==> src/rtl/soa_pkg.sv <==
// ----------------------------------------------------------------------------
// soa_pkg
// Shared constants, types and helper functions for the slab object allocator.
// ----------------------------------------------------------------------------
package soa_pkg;

	localparam int NUM_PAGES      = 64;
	localparam int PAGE_BYTES     = 4096;
	localparam int DATA_BYTES     = 3968;
	localparam int NUM_CLASSES    = 200;
	localparam int MIN_OBJ        = 8;
	localparam int ALIGN_BYTES    = 4;

	localparam int MAX_SIZE       = (NUM_CLASSES - 1 + MIN_OBJ / ALIGN_BYTES) * ALIGN_BYTES;
	localparam int SLOTS_MAX      = DATA_BYTES / MIN_OBJ;
	localparam int WORDS_PER_PAGE = (SLOTS_MAX + 63) / 64;

	localparam int PAGE_SHIFT = $clog2(PAGE_BYTES);
	localparam int PG_W       = $clog2(NUM_PAGES);
	localparam int PCNT_W     = $clog2(NUM_PAGES + 1);
	localparam int WIDX_W     = $clog2(WORDS_PER_PAGE);
	localparam int SLOT_W     = WIDX_W + 6;
	localparam int CLS_W      = 8;
	localparam int RND_W      = $clog2(MAX_SIZE + ALIGN_BYTES);
	localparam int DIV_W      = $clog2(DATA_BYTES + 1);

	typedef enum logic [1:0] {
		ST_OK        = 2'd0,
		ST_BAD_SIZE  = 2'd1,
		ST_EXHAUSTED = 2'd2,
		ST_NOT_FOUND = 2'd3
	} status_t;

	typedef struct packed {
		logic [CLS_W-1:0]  cls;
		logic [SLOT_W-1:0] used;
		logic [SLOT_W-1:0] guess;
	} meta_t;

	// slots of word widx that lie in [lo, n)
	function automatic logic [63:0] elig_mask(input logic [WIDX_W-1:0] widx,
		input logic [SLOT_W-1:0] lo, input logic [SLOT_W-1:0] n);
		logic [63:0]       m;
		logic [SLOT_W-1:0] idx;
		m = '0;
		for (int i = 0; i < 64; i++) begin
			idx  = {widx, 6'(i)};
			m[i] = (idx >= lo) && (idx < n);
		end
		return m;
	endfunction

	// lowest set bit
	function automatic logic [5:0] first_one(input logic [63:0] v);
		logic [5:0] p;
		p = '0;
		for (int i = 63; i >= 0; i--) begin
			if (v[i]) begin
				p = 6'(i);
			end
		end
		return p;
	endfunction

endpackage

==> src/rtl/soa_div.sv <==
// ----------------------------------------------------------------------------
// soa_div
// Iterative restoring divider, one quotient bit per cycle.
// ----------------------------------------------------------------------------
module soa_div import soa_pkg::*; (
	input  logic             clk,
	input  logic             arst_n,
	input  logic             start,
	input  logic [DIV_W-1:0] dividend,
	input  logic [RND_W-1:0] divisor,
	output logic             done,
	output logic [DIV_W-1:0] quotient
);

	localparam int CNT_W = $clog2(DIV_W + 1);

	logic [RND_W-1:0] rem_q;
	logic [DIV_W-1:0] quo_q;
	logic [RND_W-1:0] div_q;
	logic [CNT_W-1:0] cnt_q;
	logic             busy_q;
	logic             done_q;
	logic [RND_W:0]   shifted;
	logic             ge;

	assign shifted  = {rem_q, quo_q[DIV_W-1]};
	assign ge       = shifted >= {1'b0, div_q};
	assign done     = done_q;
	assign quotient = quo_q;

	always_ff @(posedge clk or negedge arst_n) begin
		if (!arst_n) begin
			busy_q <= 1'b0;
			done_q <= 1'b0;
			cnt_q  <= '0;
		end else begin
			done_q <= 1'b0;
			if (start) begin
				busy_q <= 1'b1;
				cnt_q  <= CNT_W'(DIV_W);
			end else if (busy_q) begin
				cnt_q <= cnt_q - 1'b1;
				if (cnt_q == CNT_W'(1)) begin
					busy_q <= 1'b0;
					done_q <= 1'b1;
				end
			end
		end
	end

	always_ff @(posedge clk) begin
		if (start) begin
			rem_q <= '0;
			quo_q <= dividend;
			div_q <= divisor;
		end else if (busy_q) begin
			rem_q <= ge ? RND_W'(shifted - {1'b0, div_q}) : shifted[RND_W-1:0];
			quo_q <= {quo_q[DIV_W-2:0], ge};
		end
	end

endmodule

==> config.mk <==
export PLATFORM = sky130hd
export DESIGN_NAME = soa_div
export DESIGN_NICKNAME = d
export VERILOG_FILES = /design/src/rtl/soa_pkg.sv /design/src/rtl/soa_div.sv
export SDC_FILE = /design/constraint.sdc
export NUM_CORES = 1
export LEC_CHECK = 0
export BUFFER_PORTS_ARGS = -buffer_cell sky130_fd_sc_hd__clkbuf_2
export CAP_MARGIN = 20
export CELL_PAD_IN_SITES_DETAIL_PLACEMENT = 1
export CELL_PAD_IN_SITES_GLOBAL_PLACEMENT = 1
export CORE_ASPECT_RATIO = 0.7
export CORE_MARGIN = 1.5
export CORE_UTILIZATION = 25
export DETAILED_ROUTE_END_ITERATION = 12
export GPL_TIMING_DRIVEN = 0
export MAX_ROUTING_LAYER = met4
export PLACE_DENSITY_LB_ADDON = 0.1
export SLEW_MARGIN = 5
export SYNTH_ARGS = -nofsm -noshare
export SYNTH_HDL_FRONTEND = slang
export SYNTH_SLANG_ARGS = --single-unit
==> constraint.sdc <==
create_clock -name clk -period 5.6 [get_ports clk]
set_clock_uncertainty 0.2 [all_clocks]
set_input_delay 1.12 -clock clk [delete_from_list [all_inputs] [get_ports clk]]
set_output_delay 1.12 -clock clk [all_outputs]
set_load 0.02 [all_outputs]
==> results.sh <==
export IMPL_status="complete, no violations"
export IMPL_io_buffers=37
export IMPL_rows=27
export IMPL_hold_viol=0
export IMPL_insertion_delay_ps=280
export IMPL_place_area_sq_um=2400
export IMPL_path_cells="clkbuf_2, inv_1, clkbuf_1, nand2_1"
export IMPL_clkPwrFrac=0.319
export IMPL_antenna_left=0
export IMPL_grt_pass1_wl_mm=9.07
export IMPL_tightest_slew_ps=619
export IMPL_grt_max_degree=15
export IMPL_place_congestion=0.725
export IMPL_start_util=0.261
export IMPL_synth_edf_count=22
export IMPL_avgSynthCellArea_sq_um=10.6
export IMPL_min_period_ps=2640
export IMPL_p_sw_frac=0.337
export IMPL_rsz0062_at_grt="no"
export IMPL_r2r_slack_ps=3040
export IMPL_cp_slowest_cell="nand2_1"
export IMPL_nNetsFinal=279
export IMPL_core_area_sq_um=7970
export IMPL_cts_root_buf="clkbuf_16"
export IMPL_vias=1641
export IMPL_internal_power_uw=770
export IMPL_drc=0
export IMPL_wl_per_cell_microns=16.0
export IMPL_setup_violations=0
export IMPL_fillCellCount=920
export IMPL_area_sequential_sq_um=1010
export IMPL_async_flop_share=0.158
export IMPL_clkTransAtPathRegs_ps=60
export IMPL_crit_buf_inv=3
export IMPL_syn_inst=197
export IMPL_drive_above_1_share=0.269
export IMPL_clockBufferDepth=2
export IMPL_holdPathStages=2
export IMPL_clock_sinks=38
export IMPL_synthFlopType="edfxtp_1"
export IMPL_end_kind="register"
export IMPL_yosysWarnings=0
export IMPL_p_per_area_nw_per_um2=449
export IMPL_finalWirelength_mm=5.49
export IMPL_p_seq_frac=0.337
export IMPL_timing_final_crit_share=0.472
export IMPL_cp_arrival_ps=2350
export IMPL_die_h_microns=79.4
export IMPL_grt_pass1_vias=1740
export IMPL_postCtsHoldBufs=0
export IMPL_post_cts_setup_buffers=0
export IMPL_routed_via_density=4.78
export IMPL_ios=38
export IMPL_drtIter0Drc=48
export IMPL_cts_made_buffers=5
export IMPL_seq_area_frac_synth=0.485
export IMPL_cts_tree="built"
export IMPL_dieArea_sq_um=8900
export IMPL_cp_max_fo=14
export IMPL_antenna_found_initial=0
export IMPL_tns_ps=0
export IMPL_syn_to_final_growth_pct=24.0
export IMPL_r2r_end="rem_q[6]"
export IMPL_ys_ff_latch=38
export IMPL_maxSlewViolCount=0
export IMPL_cap_violations=0
export IMPL_die_x_microns=112
export IMPL_r2r_start="quotient[11]"
export IMPL_critPathLaunchType="primary input"
export IMPL_comb_power_share=0.344
export IMPL_holdCritStartpoint="rem_q[5]"
export IMPL_groute_usage_overall=0.135
export IMPL_synthDistinctLibCells=46
export IMPL_post_dp_hpwl_mm=4.15
export IMPL_total_power_uw=1160
export IMPL_reg2reg_depth=9
export IMPL_hold_end="rem_q[5]"
export IMPL_path_class="primary input to register"
export IMPL_relSlewSlack=0.588
export IMPL_postLayoutCellArea_sq_um=2580
export IMPL_multiInputGateArea_sq_um=973
export IMPL_cts_resized=0
export IMPL_firstDrtPassIters=4
export IMPL_cts_max_level=2
export IMPL_peakVddDrop_v=0.000167
export IMPL_synth_net_count=235
export IMPL_hp_class="register to register"
export IMPL_path_delay_family="buffers and inverters"
export IMPL_antenna_cells=0
export IMPL_fmax_mhz=378
export IMPL_critical_path_depth=4
export IMPL_grt_ovfl_total=0
export IMPL_slowest_delay_ps=440
export IMPL_p_leak_uw=0.00112
export IMPL_switchingPower_uw=391
export IMPL_cp_required_ps=5300
export IMPL_synth_area_sq_um=2080
-- registers in the layout, indices dropped and copies added (netlist names) --
name / count
quotient: 12
rem_q: 10
busy_q: 1
cnt_q: 4
done: 1
div_q: 10
-- worst register-to-register path, cell delays in order (launching register included) --
cell and delay [ps]:
edfxtp_1 430, inv_1 80, ha_1 150, inv_1 50, fa_1 420, a211oi_1 340, or2_1 230, o2111ai_1 200
a21oi_1 240, a2111oi_2 80
-- placed cells by master (no fill, tap or decap), types with 4 or more instances in the layout --
cell type  synthesis  layout
a21oi_1            5       5
edfxtp_1          22      22
inv_1             18      18
nand3_1            7       7
and3_1             4       4
nor2_1            16      16
nand2_1           14      14
a311oi_1           6       6
dfxtp_1           10      10
mux2_2            12      12
clkbuf_1           5       5
clkbuf_2           0      37
ha_1              12      12
dfrtp_1            6       6
o21ai_0            9       9
clkbuf_16          0       5
-- power by group through the flow --
stage	Clock [uW]	Sequential, uW	Combinational [uW]
floorplan	0	402	276
global placement	0	399	402
detailed placement	0	398	402
CTS	382	392	404
global route	391	399	448
finish	371	392	399
-- cell type report --
type,count,share of cell area
plain buffers,8,0.0126
clock buffers,5,0.0484
clock inverters,3,0.0247
inverters,18,0.0261
multi-input cells,133,0.377
flip-flops and latches,38,0.391
well taps,101,0.0489
repair buffers,37,0.0716
-- per-stage QoR --
step	utilization	hold WS, ps	setup WS, ps	std cells
after global routing	0.324	361	2780	343
after CTS	0.324	319	2890	343
after global placement	0.301	312	2610	335
final	0.324	311	2960	343
after floorplan	-	277	3290	197
after detailed placement	0.301	311	2610	335
-- logic make-up after synthesis --
| group | after synthesis | share of synthesized area |
|---|---|---|
| flops | 38 | 0.485 |
| mux | 12 | 0.0648 |
| buf+inv | 26 | 0.0480 |
| compound gates | 48 | 0.171 |
| xor+xnor | 6 | 0.0252 |
| simple gates | 54 | 0.124 |
| fa+ha+maj | 13 | 0.0816 |
-- layer usage --
layer,routed length [microns],global-route usage
met5,0,-
met4,24,0.0190
met3,150,0.0357
met2,2220,0.195
met1,3090,0.193
-- cell usage after synthesis, types with 3 or more instances --
master	n	area, sq um
and3_1	4	25.0
o21ai_0	9	45.0
ha_1	12	150
o211ai_1	3	22.5
a31oi_1	3	18.8
o31ai_1	3	22.5
clkbuf_1	5	18.8
dfrtp_1	6	150
mux2_2	12	135
a21oi_1	5	25.0
nor2_1	16	60.1
a211oi_1	3	22.5
xor2_1	3	26.3
a21oi_2	3	26.3
edfxtp_1	22	661
inv_1	18	67.6
nand2_1	14	52.6
a311oi_1	6	52.6
xnor2_1	3	26.3
dfxtp_1	10	200
nand3_1	7	35.0
-- how the worst max path moves through the flow --
| stage | startpoint | end | slack [ps] |
|---|---|---|---|
| floorplan | quotient[11] | rem_q[8] | 3290 |
| global placement | start | quotient[8] | 2610 |
| detailed placement | start | quotient[8] | 2610 |
| CTS | start | quotient[4] | 2890 |
| global route | start | quotient[4] | 2780 |
| finish | start | quotient[4] | 2960 |
(Power assumes the default switching activity.)
